==> config.mk <==
export PLATFORM = sky130hd
export DESIGN_NAME = at_ipd_header_parser_core
export DESIGN_NICKNAME = d
export VERILOG_FILES = /design/src/hw/rtl/ipdhp_pkg.sv /design/src/hw/rtl/ipdhp_front.sv /design/src/hw/rtl/ipdhp_queue.sv /design/src/hw/rtl/ipdhp_back.sv /design/src/hw/rtl/at_ipd_header_parser_core.sv
export SDC_FILE = /design/constraint.sdc
export NUM_CORES = 1
export LEC_CHECK = 0
export BUFFER_PORTS_ARGS = -buffer_cell sky130_fd_sc_hd__buf_2
export CAP_MARGIN = 0
export CORE_MARGIN = 10
export CORE_UTILIZATION = 35
export CTS_BUF_LIST = sky130_fd_sc_hd__clkbuf_8
export CTS_CLUSTER_SIZE = 28
export DETAILED_ROUTE_END_ITERATION = 6
export SETUP_SLACK_MARGIN = 0.15
export SYNTH_ARGS = -nofsm -noshare
export SYNTH_HDL_FRONTEND = slang
export SYNTH_HIERARCHICAL = 1
export SYNTH_SLANG_ARGS = --single-unit
==> constraint.sdc <==
create_clock -name clock -period 8.9 [get_ports clock]
set_input_delay 0.89 -clock clock [delete_from_list [all_inputs] [get_ports clock]]
set_output_delay 0.89 -clock clock [all_outputs]
set_load 0.01 [all_outputs]
==> src/hw/rtl/ipdhp_pkg.sv <==
// Shared types, constants and character tables for the +IPD header parser.
// Used by every module of the parser; depends on nothing.
package ipdhp_pkg;

   localparam int FIELD_LIMIT_DEF = 11;
   localparam int QUEUE_DEPTH_DEF = 4;

   localparam int CFG_W = 14;
   localparam logic [CFG_W-1:0] IDLE_TIMEOUT_RESET = 14'd10000;

   localparam logic [2:0] MARK_LEN = 3'd5;
   localparam logic [3:0] PATH_LEN = 4'd10;

   localparam logic [7:0] CHAR_COMMA = 8'h2C;
   localparam logic [7:0] CHAR_COLON = 8'h3A;
   localparam logic [7:0] CHAR_SPACE = 8'h20;
   localparam logic [7:0] CHAR_ZERO  = 8'h30;
   localparam logic [7:0] CHAR_NINE  = 8'h39;

   localparam logic KIND_BYTE = 1'b0;
   localparam logic KIND_TICK = 1'b1;

   localparam logic STATUS_PARSED  = 1'b0;
   localparam logic STATUS_TIMEOUT = 1'b1;

   typedef enum logic [2:0] {
      PH_HUNT   = 3'd0,
      PH_LINK   = 3'd1,
      PH_LENGTH = 3'd2,
      PH_METHOD = 3'd3,
      PH_URL    = 3'd4
   } phase_type;

   typedef struct packed {
      logic       kind;
      logic [7:0] data_byte;
   } req_type;

   typedef struct packed {
      logic        status;
      logic [7:0]  link_id;
      logic [15:0] payload_length;
      logic        url_match;
   } rsp_type;

   // Classified item as handed from the front end to the back end
   typedef struct packed {
      logic       is_tick;
      logic [7:0] data_byte;
      logic       is_digit;
      logic [3:0] digit;
      logic       is_comma;
      logic       is_colon;
      logic       is_space;
   } token_type;

   function automatic logic [7:0] mark_char(input logic [2:0] idx);
      logic [7:0] c;
      case (idx)
         3'd0: c = 8'h2B;  // '+'
         3'd1: c = 8'h49;  // 'I'
         3'd2: c = 8'h50;  // 'P'
         3'd3: c = 8'h44;  // 'D'
         3'd4: c = 8'h2C;  // ','
         default: c = 8'h00;
      endcase
      return c;
   endfunction

   function automatic logic [7:0] path_char(input logic [3:0] idx);
      logic [7:0] c;
      case (idx)
         4'd0: c = 8'h2F;  // '/'
         4'd1: c = 8'h63;  // 'c'
         4'd2: c = 8'h68;  // 'h'
         4'd3: c = 8'h65;  // 'e'
         4'd4: c = 8'h63;  // 'c'
         4'd5: c = 8'h6B;  // 'k'
         4'd6: c = 8'h5F;  // '_'
         4'd7: c = 8'h64;  // 'd'
         4'd8: c = 8'h68;  // 'h'
         4'd9: c = 8'h74;  // 't'
         default: c = 8'h00;
      endcase
      return c;
   endfunction

endpackage

==> src/hw/rtl/ipdhp_front.sv <==
// Front end: accepts input items and classifies each into a token.
// Depends on ipdhp_pkg.
module ipdhp_front (
   input  logic                 req_valid,
   output logic                 req_ready,
   input  ipdhp_pkg::req_type   req_data,
   input  logic                 q_ready,
   output logic                 q_push,
   output ipdhp_pkg::token_type q_token
);

   logic [7:0] byte_val;

   assign byte_val  = req_data.data_byte;
   assign req_ready = q_ready;
   assign q_push    = req_valid && q_ready;

   always_comb begin
      q_token.is_tick   = (req_data.kind == ipdhp_pkg::KIND_TICK);
      q_token.data_byte = byte_val;
      q_token.is_digit  = (byte_val >= ipdhp_pkg::CHAR_ZERO) &&
                          (byte_val <= ipdhp_pkg::CHAR_NINE);
      q_token.digit     = 4'(byte_val - ipdhp_pkg::CHAR_ZERO);
      q_token.is_comma  = (byte_val == ipdhp_pkg::CHAR_COMMA);
      q_token.is_colon  = (byte_val == ipdhp_pkg::CHAR_COLON);
      q_token.is_space  = (byte_val == ipdhp_pkg::CHAR_SPACE);
   end

endmodule

==> src/hw/rtl/ipdhp_queue.sv <==
// Short token queue between the front and back ends.
// Depends on ipdhp_pkg for the token type.
module ipdhp_queue #(
   parameter int DEPTH = ipdhp_pkg::QUEUE_DEPTH_DEF
) (
   input  logic                 clock,
   input  logic                 reset,
   input  logic                 push,
   input  ipdhp_pkg::token_type push_token,
   output logic                 push_ready,
   input  logic                 pop,
   output logic                 pop_valid,
   output ipdhp_pkg::token_type pop_token
);

   localparam int PTR_W = (DEPTH > 1) ? $clog2(DEPTH) : 1;
   localparam int CNT_W = $clog2(DEPTH + 1);
   localparam logic [PTR_W-1:0] PTR_LAST = PTR_W'(DEPTH - 1);
   localparam logic [CNT_W-1:0] CNT_FULL = CNT_W'(DEPTH);

   ipdhp_pkg::token_type entry_ff [DEPTH];
   logic [PTR_W-1:0] wr_ptr_ff, wr_ptr_in;
   logic [PTR_W-1:0] rd_ptr_ff, rd_ptr_in;
   logic [CNT_W-1:0] count_ff, count_in;

   assign push_ready = (count_ff != CNT_FULL);
   assign pop_valid  = (count_ff != '0);
   assign pop_token  = entry_ff[rd_ptr_ff];

   always_comb begin
      wr_ptr_in = wr_ptr_ff;
      rd_ptr_in = rd_ptr_ff;
      count_in  = count_ff;
      if (push) begin
         wr_ptr_in = (wr_ptr_ff == PTR_LAST) ? '0 : wr_ptr_ff + 1'b1;
      end
      if (pop) begin
         rd_ptr_in = (rd_ptr_ff == PTR_LAST) ? '0 : rd_ptr_ff + 1'b1;
      end
      if (push && !pop) begin
         count_in = count_ff + 1'b1;
      end else if (pop && !push) begin
         count_in = count_ff - 1'b1;
      end
   end

   always_ff @(posedge clock) begin
      if (reset) begin
         wr_ptr_ff <= '0;
         rd_ptr_ff <= '0;
         count_ff  <= '0;
      end else begin
         wr_ptr_ff <= wr_ptr_in;
         rd_ptr_ff <= rd_ptr_in;
         count_ff  <= count_in;
      end
   end

   always_ff @(posedge clock) begin
      if (push) begin
         entry_ff[wr_ptr_ff] <= push_token;
      end
   end

`ifndef SYNTHESIS
   a_count_bound: assert property (@(posedge clock) disable iff (reset)
      count_ff <= CNT_FULL)
      else $error("queue count beyond depth");
   a_no_push_full: assert property (@(posedge clock) disable iff (reset)
      push |-> count_ff != CNT_FULL)
      else $error("push into full queue");
   a_no_pop_empty: assert property (@(posedge clock) disable iff (reset)
      pop |-> count_ff != '0)
      else $error("pop from empty queue");
`endif

endmodule

==> src/hw/rtl/ipdhp_back.sv <==
// Back end: header state machine, field accumulation and the result register.
// Depends on ipdhp_pkg.
module ipdhp_back #(
   parameter int FIELD_LIMIT = ipdhp_pkg::FIELD_LIMIT_DEF
) (
   input  logic                               clock,
   input  logic                               reset,
   input  logic                               csr_we,
   input  logic [ipdhp_pkg::CFG_W-1:0]        csr_wdata,
   input  logic                               q_valid,
   input  ipdhp_pkg::token_type               q_token,
   output logic                               q_pop,
   output logic                               rsp_valid,
   input  logic                               rsp_ready,
   output ipdhp_pkg::rsp_type                 rsp_data
);

   localparam logic [3:0] LIMIT = 4'(FIELD_LIMIT);

   ipdhp_pkg::phase_type          phase_ff, phase_in;
   logic [2:0]                    match_idx_ff, match_idx_in;
   logic [3:0]                    field_cnt_ff, field_cnt_in;
   logic [7:0]                    link_acc_ff, link_acc_in;
   logic [15:0]                   len_acc_ff, len_acc_in;
   logic                          digits_done_ff, digits_done_in;
   logic                          url_equal_ff, url_equal_in;
   logic [ipdhp_pkg::CFG_W-1:0]   idle_cnt_ff, idle_cnt_in;
   logic [ipdhp_pkg::CFG_W-1:0]   timeout_ff, timeout_in;
   logic                          rsp_valid_ff, rsp_valid_in;
   ipdhp_pkg::rsp_type            rsp_data_ff, rsp_data_in;

   logic [ipdhp_pkg::CFG_W-1:0]   limit_val;
   logic [ipdhp_pkg::CFG_W-1:0]   idle_next;
   logic [3:0]                    field_next;
   logic [7:0]                    link_next;
   logic [19:0]                   len_wide;
   logic                          is_term;
   logic                          ends_field;
   logic                          terminated;

   assign q_pop     = q_valid && (!rsp_valid_ff || rsp_ready);
   assign rsp_valid = rsp_valid_ff;
   assign rsp_data  = rsp_data_ff;

   assign limit_val  = (timeout_ff == '0) ? ipdhp_pkg::CFG_W'(1) : timeout_ff;
   assign idle_next  = idle_cnt_ff + 1'b1;
   assign field_next = field_cnt_ff + 1'b1;
   assign link_next  = 8'({link_acc_ff, 3'b000} + {link_acc_ff, 1'b0} + {4'b0000, q_token.digit});
   assign len_wide   = {1'b0, len_acc_ff, 3'b000} + {3'b000, len_acc_ff, 1'b0} +
                       {16'h0000, q_token.digit};

   always_comb begin
      case (phase_ff)
         ipdhp_pkg::PH_LINK:   is_term = q_token.is_comma;
         ipdhp_pkg::PH_LENGTH: is_term = q_token.is_colon;
         default:              is_term = q_token.is_space;
      endcase
   end

   always_comb begin
      phase_in       = phase_ff;
      match_idx_in   = match_idx_ff;
      field_cnt_in   = field_cnt_ff;
      link_acc_in    = link_acc_ff;
      len_acc_in     = len_acc_ff;
      digits_done_in = digits_done_ff;
      url_equal_in   = url_equal_ff;
      idle_cnt_in    = idle_cnt_ff;
      timeout_in     = csr_we ? csr_wdata : timeout_ff;
      rsp_valid_in   = rsp_valid_ff && !rsp_ready;
      rsp_data_in    = rsp_data_ff;
      ends_field     = 1'b0;
      terminated     = 1'b0;

      if (q_pop) begin
         if (q_token.is_tick) begin
            idle_cnt_in = idle_next;
            if (idle_next >= limit_val) begin
               if (phase_ff != ipdhp_pkg::PH_HUNT) begin
                  rsp_valid_in                = 1'b1;
                  rsp_data_in.status          = ipdhp_pkg::STATUS_TIMEOUT;
                  rsp_data_in.link_id         = '0;
                  rsp_data_in.payload_length  = '0;
                  rsp_data_in.url_match       = 1'b0;
                  phase_in                    = ipdhp_pkg::PH_HUNT;
                  field_cnt_in                = '0;
                  link_acc_in                 = '0;
                  len_acc_in                  = '0;
                  digits_done_in              = 1'b0;
                  url_equal_in                = 1'b1;
               end
               match_idx_in = '0;
               idle_cnt_in  = '0;
            end
         end else begin
            idle_cnt_in = '0;
            case (phase_ff)
               ipdhp_pkg::PH_HUNT: begin
                  if (q_token.data_byte == ipdhp_pkg::mark_char(match_idx_ff)) begin
                     if (match_idx_ff == ipdhp_pkg::MARK_LEN - 3'd1) begin
                        match_idx_in = '0;
                        phase_in     = ipdhp_pkg::PH_LINK;
                     end else begin
                        match_idx_in = match_idx_ff + 1'b1;
                     end
                  end else begin
                     match_idx_in = '0;
                  end
               end
               ipdhp_pkg::PH_LINK, ipdhp_pkg::PH_LENGTH,
               ipdhp_pkg::PH_METHOD, ipdhp_pkg::PH_URL: begin
                  if (is_term) begin
                     ends_field = 1'b1;
                     terminated = 1'b1;
                  end else begin
                     if (phase_ff == ipdhp_pkg::PH_LINK || phase_ff == ipdhp_pkg::PH_LENGTH) begin
                        if (!q_token.is_digit) begin
                           digits_done_in = 1'b1;
                        end else if (!digits_done_ff) begin
                           if (phase_ff == ipdhp_pkg::PH_LINK) begin
                              link_acc_in = link_next;
                           end else begin
                              len_acc_in = (len_wide > 20'hFFFF) ? 16'hFFFF : len_wide[15:0];
                           end
                        end
                     end else if (phase_ff == ipdhp_pkg::PH_URL) begin
                        if (field_cnt_ff >= ipdhp_pkg::PATH_LEN ||
                            q_token.data_byte != ipdhp_pkg::path_char(field_cnt_ff)) begin
                           url_equal_in = 1'b0;
                        end
                     end
                     field_cnt_in = field_next;
                     if (field_next >= LIMIT) begin
                        ends_field = 1'b1;
                     end
                  end
               end
               default: begin
                  phase_in       = ipdhp_pkg::PH_HUNT;
                  match_idx_in   = '0;
                  field_cnt_in   = '0;
                  link_acc_in    = '0;
                  len_acc_in     = '0;
                  digits_done_in = 1'b0;
                  url_equal_in   = 1'b1;
               end
            endcase

            if (ends_field) begin
               if (phase_ff == ipdhp_pkg::PH_URL) begin
                  // URL closes the header: emit and go back to hunting
                  rsp_valid_in               = 1'b1;
                  rsp_data_in.status         = ipdhp_pkg::STATUS_PARSED;
                  rsp_data_in.link_id        = link_acc_ff;
                  rsp_data_in.payload_length = len_acc_ff;
                  rsp_data_in.url_match      = terminated && url_equal_ff &&
                                               (field_cnt_ff == ipdhp_pkg::PATH_LEN);
                  phase_in                   = ipdhp_pkg::PH_HUNT;
                  match_idx_in               = '0;
                  link_acc_in                = '0;
                  len_acc_in                 = '0;
               end else begin
                  phase_in = ipdhp_pkg::phase_type'(phase_ff + 3'd1);
               end
               field_cnt_in   = '0;
               digits_done_in = 1'b0;
               url_equal_in   = 1'b1;
            end
         end
      end
   end

   always_ff @(posedge clock) begin
      if (reset) begin
         phase_ff       <= ipdhp_pkg::PH_HUNT;
         match_idx_ff   <= '0;
         field_cnt_ff   <= '0;
         link_acc_ff    <= '0;
         len_acc_ff     <= '0;
         digits_done_ff <= 1'b0;
         url_equal_ff   <= 1'b1;
         idle_cnt_ff    <= '0;
         timeout_ff     <= ipdhp_pkg::IDLE_TIMEOUT_RESET;
         rsp_valid_ff   <= 1'b0;
      end else begin
         phase_ff       <= phase_in;
         match_idx_ff   <= match_idx_in;
         field_cnt_ff   <= field_cnt_in;
         link_acc_ff    <= link_acc_in;
         len_acc_ff     <= len_acc_in;
         digits_done_ff <= digits_done_in;
         url_equal_ff   <= url_equal_in;
         idle_cnt_ff    <= idle_cnt_in;
         timeout_ff     <= timeout_in;
         rsp_valid_ff   <= rsp_valid_in;
      end
   end

   always_ff @(posedge clock) begin
      rsp_data_ff <= rsp_data_in;
   end

`ifndef SYNTHESIS
   a_timeout_zero_fields: assert property (@(posedge clock) disable iff (reset)
      rsp_valid_ff && rsp_data_ff.status == ipdhp_pkg::STATUS_TIMEOUT |->
      rsp_data_ff.link_id == '0 && rsp_data_ff.payload_length == '0 && !rsp_data_ff.url_match)
      else $error("timeout result carries field data");
   a_emit_to_hunt: assert property (@(posedge clock) disable iff (reset)
      rsp_valid_in && !(rsp_valid_ff && !rsp_ready) |=> phase_ff == ipdhp_pkg::PH_HUNT)
      else $error("new result did not return to hunting");
   a_hunt_clear: assert property (@(posedge clock) disable iff (reset)
      phase_ff == ipdhp_pkg::PH_HUNT |->
      field_cnt_ff == '0 && link_acc_ff == '0 && len_acc_ff == '0 && url_equal_ff)
      else $error("field state not cleared while hunting");
`endif

endmodule

==> src/hw/rtl/at_ipd_header_parser_core.sv <==
// A completing item passes through the token queue into the back end, which registers the
// result. Throughput: one item per cycle while no held result stalls the back end.
// A held result stalls the back end; the input stalls once the token queue is full.
// Reset is synchronous: the queue empties, parsing returns to hunting, and the idle
// timeout register loads 10000.
// Top level: instantiates ipdhp_front, ipdhp_queue and ipdhp_back; uses ipdhp_pkg.
module at_ipd_header_parser_core #(
   parameter int FIELD_LIMIT = ipdhp_pkg::FIELD_LIMIT_DEF,
   parameter int QUEUE_DEPTH = ipdhp_pkg::QUEUE_DEPTH_DEF
) (
   input  logic                          clock,
   input  logic                          reset,
   input  logic                          req_valid,
   output logic                          req_ready,
   input  ipdhp_pkg::req_type            req_data,
   output logic                          rsp_valid,
   input  logic                          rsp_ready,
   output ipdhp_pkg::rsp_type            rsp_data,
   input  logic                          csr_we,
   input  logic [ipdhp_pkg::CFG_W-1:0]   csr_wdata
);

   logic                 q_ready;
   logic                 q_push;
   ipdhp_pkg::token_type push_token;
   logic                 q_pop;
   logic                 q_valid;
   ipdhp_pkg::token_type pop_token;

   ipdhp_front u_front (
      .req_valid (req_valid),
      .req_ready (req_ready),
      .req_data  (req_data),
      .q_ready   (q_ready),
      .q_push    (q_push),
      .q_token   (push_token)
   );

   ipdhp_queue #(
      .DEPTH (QUEUE_DEPTH)
   ) u_queue (
      .clock      (clock),
      .reset      (reset),
      .push       (q_push),
      .push_token (push_token),
      .push_ready (q_ready),
      .pop        (q_pop),
      .pop_valid  (q_valid),
      .pop_token  (pop_token)
   );

   ipdhp_back #(
      .FIELD_LIMIT (FIELD_LIMIT)
   ) u_back (
      .clock     (clock),
      .reset     (reset),
      .csr_we    (csr_we),
      .csr_wdata (csr_wdata),
      .q_valid   (q_valid),
      .q_token   (pop_token),
      .q_pop     (q_pop),
      .rsp_valid (rsp_valid),
      .rsp_ready (rsp_ready),
      .rsp_data  (rsp_data)
   );

endmodule

# After elaboration in Yosys (flattened, before gate mapping)
# Memory sizes are Yosys's and may differ from the RTL's. A register that Yosys moved wholly into a read port is not among the register bits.
# Index checks and enable logic that the tools add are counted.
dict set report classes {
  addsub 13
  n_mul 0
  n_div 0
  magnitude_cmp 6
  n_eq_ne 29
  n_shift 0
  mux 105
  bitwise 0
  n_reduce_logical 31
}
# operator n
set op_table {}
lappend op_table {{16-bit 2-to-1 mux} 11}
lappend op_table {{8-bit 2-to-1 mux} 19}
lappend op_table {{26-bit 2-to-1 mux} 5}
lappend op_table {{3-bit 2-to-1 mux} 15}
lappend op_table {{14-bit 2-to-1 mux} 3}
lappend op_table {{7-bit one-hot mux with 5 select lines} 1}
lappend op_table {{1-bit 2-to-1 mux} 32}
lappend op_table {{16-bit one-hot mux with 2 select lines} 1}
lappend op_table {{4-bit 2-to-1 mux} 7}
lappend op_table {{8-bit by 6-bit == test with 1-bit output, second input constant} 3}
lappend op_table {{19-bit by 17-bit adder with 20-bit output} 1}
lappend op_table {{20-bit by 4-bit adder with 20-bit output} 1}
lappend op_table {{20-bit by 16-bit greater-than comparator with 1-bit output, second input constant} 1}
lappend op_table {{4-bit by 2-bit inequality test with 1-bit output, second input constant} 5}
lappend op_table {{8-bit one-hot mux with 2 select lines} 1}
lappend op_table {{14-bit by 1-bit adder with 14-bit output, second input constant} 1}
lappend op_table {{14-bit greater-or-equal comparator} 1}
lappend op_table {{14-bit logical NOT} 1}
lappend op_table {{3-bit by 2-bit == test with 1-bit output, second input constant} 4}
lappend op_table {{4-bit inequality test, second input constant} 3}
lappend op_table {{3-bit one-hot mux with 2 select lines} 2}
lappend op_table {{5-bit AND reduction} 2}
lappend op_table {{3-bit by 1-bit adder with 3-bit output, second input constant} 3}
lappend op_table {{8-bit by 4-bit adder with 8-bit output} 1}
lappend op_table {{other kinds (32)} 60}
dict set report totals {
  register_bits 98
  latchBits 0
  ramBits 68
  mem_bits_ro 112
  output_inout_bits 28
  word_cells 203
  mem_count 2
}
# name words word_bits read_ports rd_clocked_by_memory_dff wr line
set mem_list {}
lappend mem_list {{(name not given)} 16 7 1 1 0 ipdhp_pkg.sv:72} ;# case (idx)
lappend mem_list {u_queue.entry_ff 4 17 1 1 1 ipdhp_queue.sv:21} ;# ipdhp_pkg::token_type entry_ff [DEPTH];

# Logic depth before layout (Yosys ltp)
# Gate-level depths: netlist (run 1).
dict set report logic_depth {
  depth_word 16
  depth_mapped 19
}

# Cells and area by module
# Netlist (run 1), hierarchy kept.
# module instances cells_each area_each_um2
set modules_own_cells {}
lappend modules_own_cells {ipdhp_back 1 704 6510.0}
lappend modules_own_cells {ipdhp_queue 1 134 2934.1}
lappend modules_own_cells {ipdhp_front 1 25 191.4}

# Worst setup path before layout (run 1)
# OpenSTA, ideal clock, no wires.
dict set report synth_timing {
  path_type {register to register}
  start {register with a tool-made name}
  end {register u_back.len_acc_ff[14]}
  setup_ns 0.117
  arrival_ns 3.888
  setup_slack_ns 4.895
  path_stages_with_launch 16
  n_path_buf 4
  cell_sequence {dfxtp_1 -> buf_6 -> buf_12 -> mux4_2 -> fa_1 -> fa_1 -> a211o_1 -> a211oi_2 -> o21ai_1 -> a21boi_1 -> xor2_1 -> o2111a_1 -> buf_4 -> buf_4 -> a21oi_1 -> o22a_1}
}
# element line
set synth_rtl {}
lappend synth_rtl {{to (signal assigned)} ipdhp_back.sv:190} ;# len_acc_ff <= len_acc_in;
lappend synth_rtl {{to (decl)} ipdhp_back.sv:24} ;# logic [15:0] len_acc_ff, len_acc_in;

==> results.json, run 1 <==
{
  "outcome": "completed",
  "hold_buffers": 0,
  "dr.pass1.iters": 5,
  "fin_skew_ps": 19.1,
  "required_ps": 9270,
  "fmax_mhz": 207,
  "antenna_left": 0,
  "yosysTopAreaCell": "edfxtp_1",
  "drt-vias-per-instance": 5.09,
  "yosysTopAreaCellShare_pct": 29.3,
  "slew_headroom_pct": 18.8,
  "wire_per_inst_um": 15.5,
  "nFillCells": 2622,
  "cts.reportedPaths.clkPinSlew_ps": 110,
  "worst_setup_path_end_kind": "register",
  "routed_wl_um": 19500,
  "fin_nets": 1011,
  "cts_buffer_depth": 2,
  "drive_gt1_share_pct": 13.7,
  "worstPathArrival_ps": 5210,
  "boundaryPins": 56,
  "synth_async_sr_flop_share_pct": 0,
  "grt-ovfl-total": 0,
  "utilization_pct": 39.0,
  "worstSetupStartpointType": "register",
  "die_area_um2": 34600,
  "multi_input_area_um2": 4730,
  "start_util_pct": 35.7,
  "path_class": "register to register",
  "area_growth_pct": 9.28,
  "dieWidth_um": 186,
  "tritoncts": "done",
  "critical-path-max-stage-delay_ps": 880,
  "path_buf_inv": 1,
  "hold_path.class": "register to register",
  "drc_errors": 0,
  "synthDistinctLibCells": 76,
  "tightest_slew_ps": 1220,
  "crit_path_cell_trace": "buf_4 > mux4_2 > fa_1 > fa_1 > a211o_1 > a211oi_2 > o21ai_1 > a21boi_1 > xor2_1 > o2111a_1 > a22oi_1 > a21o_1",
  "grt_first_pass_wirelength_um": 32500,
  "grt.total_usage_pct": 11.7,
  "synth_cells": 863,
  "die_h_um": 186,
  "crit_family": "compound AO/OA/AOI/OAI gates",
  "finalCritPeriodShare_pct": 54.4,
  "ys_ff_latch": 175,
  "clock-sinks": 175,
  "htree_levels": 4,
  "power_per_cell_area_nw_per_um2": 205,
  "worstHoldStart": "u_back/idle_cnt_ff[13]",
  "path_common_cell": "fa_1",
  "clk-insertion-delay-late_ps": 480,
  "rsz0062_at_grt": "no",
  "critPathSlowestCell": "o2111a_1",
  "finalSetupViolCount": 0,
  "period_minus_slack_ps": 4840,
  "hold_violations": 0,
  "synth_edf_count": 94,
  "irDropWorstVdd_mv": 0.114,
  "maxCapViolations": 0,
  "first_global_vias": 6401,
  "cts-root-buf": "clkbuf_8",
  "crit_fanout": 28,
  "seqCellArea_um2": 4440,
  "syn_area_um2": 9640,
  "diodes": 0,
  "place_congestion": 0.829,
  "cts_resized": 0,
  "port_buffers": 55,
  "antenna_found_initial": 0,
  "via_count": 6370,
  "fin_setup_tns_ps": 0,
  "num_rows": 60,
  "core_um2": 27000,
  "slew_viol_final": 0,
  "drtIter0Drc": 264,
  "cts_setup_buffers": 0,
  "yosysSeqAreaShare_pct": 46.1,
  "yosys_warnings": 6,
  "dp_hpwl_um": 14000,
  "grt_max_degree": 56,
  "p_leak_nw": 4.42,
  "synth_flop_cell": "edfxtp_1",
  "cts_made_buffers": 17,
  "netlist_top_cells_area": "edfxtp_1 (29%), dfxtp_1 (17%), ha_1 (11%)",
  "syn-num-nets": 977,
  "syn_area_per_cell_um2": 11.2
}
-- worst paths after layout --
| check | to | slack [ps] | cells past startpoint |
|---|---|---|---|
| setup / recovery | u_back/len_acc_ff[1] | 4060 | 12 |
| hold / removal | u_back/idle_cnt_ff[13] | 490 | 2 |
| setup reg to reg | u_back/len_acc_ff[1] | 4060 | 12 |
| hold reg to reg | u_back/idle_cnt_ff[13] | 490 | 2 |
-- routing by layer --
| layer | track usage [%] | wire (um) | part of all wire [%] | vias to the layer above |
|---|---|---|---|---|
| met4 | 4.06 | 323 | 1.7 | 0 |
| li1 | - | - | - | 3244 |
| met2 | 18.7 | 8720 | 45 | 100 |
| met3 | 2.85 | 950 | 4.9 | 20 |
| met1 | 15.2 | 9460 | 49 | 3006 |
| met5 | 0 | 0 | 0 | - |
-- placed cells by master, fill, tap and decap left out, types with 14 or more instances in the layout --
master / n
xnor2_1: 16
clkbuf_8: 17
inv_1: 41
nor2_1: 54
ha_1: 81
dfxtp_1: 81
mux2i_1: 14
xor2_1: 30
nor2b_1: 29
nand2_1: 56
buf_2: 55
edfxtp_1: 94
a21oi_1: 70
o21ai_0: 22
a21o_1: 20
-- cell type report --
| cell class | count | area share, % |
|---|---|---|
| sequential | 175 | 42.2 |
| timing repair buffer | 60 | 2.97 |
| clock inverter | 15 | 2.04 |
| tap | 341 | 4.05 |
| clock buffer | 17 | 2.22 |
| multi-input combinational | 601 | 45.0 |
| inverter | 42 | 1.54 |
-- state kept, by name, indices dropped and copies added (netlist names), named ones only --
signal and cells:
u_queue/entry_ff 68, u_back/rsp_data 26, u_back/len_acc_ff 16, u_back/idle_cnt_ff 14, u_back/timeout_ff 14, u_back/link_acc_ff 8
u_back/field_cnt_ff 4, u_back/match_idx_ff 3, u_back/phase_ff 3, u_queue/count_ff 3, u_queue/rd_ptr_ff 2, u_queue/wr_ptr_ff 2
u_back/digits_done_ff 1, u_back/rsp_valid 1, u_back/url_equal_ff 1
-- cells in the mapped netlist, types with 6 or more instances --
library cell	number
edfxtp_1	94
dfxtp_1	81
ha_1	81
a21oi_1	70
nand2_1	56
nor2_1	54
inv_1	41
xor2_1	30
nor2b_1	29
o21ai_0	22
a21o_1	20
buf_4	18
clkbuf_1	18
xnor2_1	16
mux2i_1	14
a22oi_1	12
o211ai_1	12
o22a_1	12
nor3_1	11
a211oi_1	10
mux4_2	10
nand3_1	10
and2_1	9
and3_1	9
nand3b_1	8
nor4_1	8
mux4_1	7
o21ai_1	6
or3_1	6
-- worst min-delay path: stages, from the launching register on --
cell     delay (ps)
dfxtp_1         340
nand2_1          60
a21oi_1          50
-- cells by family (layout without fill, tap and decap cells) --
logic type / count (synthesis) / after routing / synth area share (%)
compound gates: 210 / 210 / 15.2
xor+xnor: 46 / 46 / 4.18
fa+ha+maj: 86 / 86 / 11.6
buf+inv: 87 / 134 / 4.74
flops: 175 / 175 / 46.1
mux: 32 / 32 / 5.82
simple gates: 227 / 227 / 12.3
-- metrics by stage --
stage / setup slack, ps / power [mW] / instances / area [um^2] / hold slack [ps]
global route: 3810 / 2.29 / 1251 / 10500 / 511
detailed placement: 4060 / 1.59 / 1219 / 10100 / 471
global placement: 4150 / 1.58 / 1219 / 10100 / 462
finish: 4060 / 2.15 / 1251 / 10500 / 492
CTS: 4030 / 2.19 / 1251 / 10500 / 487
floorplan: 4890 / 1.44 / 863 / 9640 / 444
-- power by group --
group | total [mW] | switching (mW) | internal [mW]
logic | 0.608 | 0.384 | 0.225
clock network | 0.593 | 0.364 | 0.229
registers | 0.952 | 0.0260 | 0.926
(Power assumes the default switching activity.)
==> run 2: changes to the inputs <==
==> constraint.sdc (replaced) <==
create_clock -name clock -period 4.8 [get_ports clock]
set_input_delay 0.48 -clock clock [delete_from_list [all_inputs] [get_ports clock]]
set_output_delay 0.48 -clock clock [all_outputs]
set_load 0.01 [all_outputs]
==> run 2 against run 1 <==
Clock power up 82%. Sequential share of layout area decreased by 0.18 points. Die area is the same. Routed wire length increased by 3.6%. Global-route usage is 0.17 points higher.
==> results.json, run 2 (synthesis gave the netlist of run 1 again) <==
{
  "outcome": "completed",
  "drt-vias-per-instance": 5.18,
  "cts_setup_buffers": 0,
  "dp_hpwl_um": 14500,
  "largest_reg_flops": 68,
  "grt_max_degree": 55,
  "final_common_cell": "edfxtp_1",
  "wire_per_inst_um": 16.1,
  "mostFrequentLayoutCells": "edfxtp_1 (94), ha_1 (81), dfxtp_1 (81)",
  "required_ps": 5170,
  "power_per_cell_area_nw_per_um2": 380,
  "antenna_found_initial": 0,
  "die_h_um": 186,
  "finalSetupViolCount": 0,
  "dpl_cell_area_um2": 10100,
  "drive_gt1_share_pct": 14.2,
  "cts_buffer_depth": 2,
  "area_growth_pct": 9.77,
  "irDropWorstVdd_mv": 0.178,
  "grt.total_usage_pct": 11.9,
  "drtIter0Drc": 374,
  "rsz0062_at_grt": "no",
  "hold_buffers": 0,
  "htree_levels": 4,
  "first_global_vias": 6322,
  "worstSetupStartpointType": "register",
  "port_buffers": 55,
  "place_congestion": 0.827,
  "maxCapViolations": 0,
  "cts.reportedPaths.clkPinSlew_ps": 110,
  "crit_fanout": 20,
  "hold_violations": 0,
  "multi_input_area_um2": 4740,
  "dieWidth_um": 186,
  "grt-ovfl-total": 0,
  "period_minus_slack_ps": 4320,
  "antenna_left": 0,
  "dr.pass1.iters": 5,
  "slew_headroom_pct": 35.1,
  "p_leak_nw": 4.44,
  "finalCritPeriodShare_pct": 89.9,
  "reg2reg_slack_ps": 480,
  "fin_nets": 1015,
  "worst_r2r_endpoint": "u_back/len_acc_ff[10]",
  "boundaryPins": 56,
  "finalInstanceArea_um2": 10600,
  "placed_cells": 1223,
  "start_util_pct": 35.7,
  "worst_setup_path_end_kind": "register",
  "drc_errors": 0,
  "utilization_pct": 39.1,
  "worstPathArrival_ps": 4680,
  "seqCellArea_um2": 4440,
  "grt_first_pass_wirelength_um": 32800,
  "hold_path.class": "input pin to register",
  "fmax_mhz": 232,
  "path_class": "register to register",
  "slew_viol_final": 0,
  "clock-sinks": 175,
  "max_flop_register": "u_queue/entry_ff",
  "fin_skew_ps": 17.4,
  "clk-insertion-delay-late_ps": 480,
  "finalPower_mw": 4.02,
  "cts_made_buffers": 17,
  "core_um2": 27000,
  "num_rows": 60,
  "instances_no_fill": 1255,
  "reg2reg_depth": 12,
  "cp-endpoint": "u_back/len_acc_ff[10]",
  "tritoncts": "done",
  "tightest_slew_ps": 973,
  "routed_wl_um": 20200,
  "worstHoldStart": "req_data[8]",
  "diodes": 0,
  "nFillCells": 2602,
  "via_count": 6498,
  "fin_setup_tns_ps": 0,
  "cts-root-buf": "clkbuf_8",
  "die_area_um2": 34600
}
==> run 2: area by class of cell <==
cell class                 count  share of cell area [%]
clock inverter                15                    1.92
clock buffer                  17                    2.21
inverter                      42                    1.54
timing repair buffer          64                    3.48
multi-input combinational    601                    44.8
sequential                   175                    42.0
tap                          341                    4.03
==> run 2: worst min-delay path by stage <==
stage / endpoint / cells past startpoint
2_1_floorplan: u_back/idle_cnt_ff[13] / 2
3_3_place_gp: u_back/idle_cnt_ff[13] / 2
3_5_place_dp: u_back/idle_cnt_ff[11] / 2
4_1_cts: u_queue/entry_ff[2][16] / 1
5_1_grt: u_queue/entry_ff[1][16] / 1
6_report: u_queue/entry_ff[2][16] / 1
==> run 2: metrics by stage <==
step	setup slack (ps)	hold WS, ps
6_report	484	214
3_5_place_dp	544	473
4_1_cts	499	177
3_3_place_gp	652	455
2_1_floorplan	795	444
5_1_grt	197	187
==> run 2: worst max-delay path, cell delays in order, from the launching register on <==
cell and delay [ps]:
dfxtp_1 470, mux4_2 600, fa_1 550, fa_1 490, a211o_1 340, a211oi_2 310
o21ai_1 150, a21boi_1 180, xor2_1 190, o2111a_1 440, buf_12 210, a21oi_1 80
o22a_1 210
==> run 2: report_power, final <==
group          switching, mW  internal (mW)
Sequential            0.0620           1.72
Clock                  0.667          0.416
Combinational          0.718          0.439
==> run 2: routing by layer <==
| metal | part of all wire (%) | GRT usage [%] |
|---|---|---|
| met4 | 0.98 | 3.48 |
| met5 | 0 | 0 |
| met2 | 46 | 19.3 |
| met3 | 3.6 | 2.30 |
| met1 | 49 | 15.7 |
==> run 2: what timing repair did <==
| action | in CTS | in global routing |
|---|---|---|
| resized for setup | 0 | 1 |
| setup endpoints to repair | 0 | 1 |
| hold endpoints to repair | 0 | 0 |
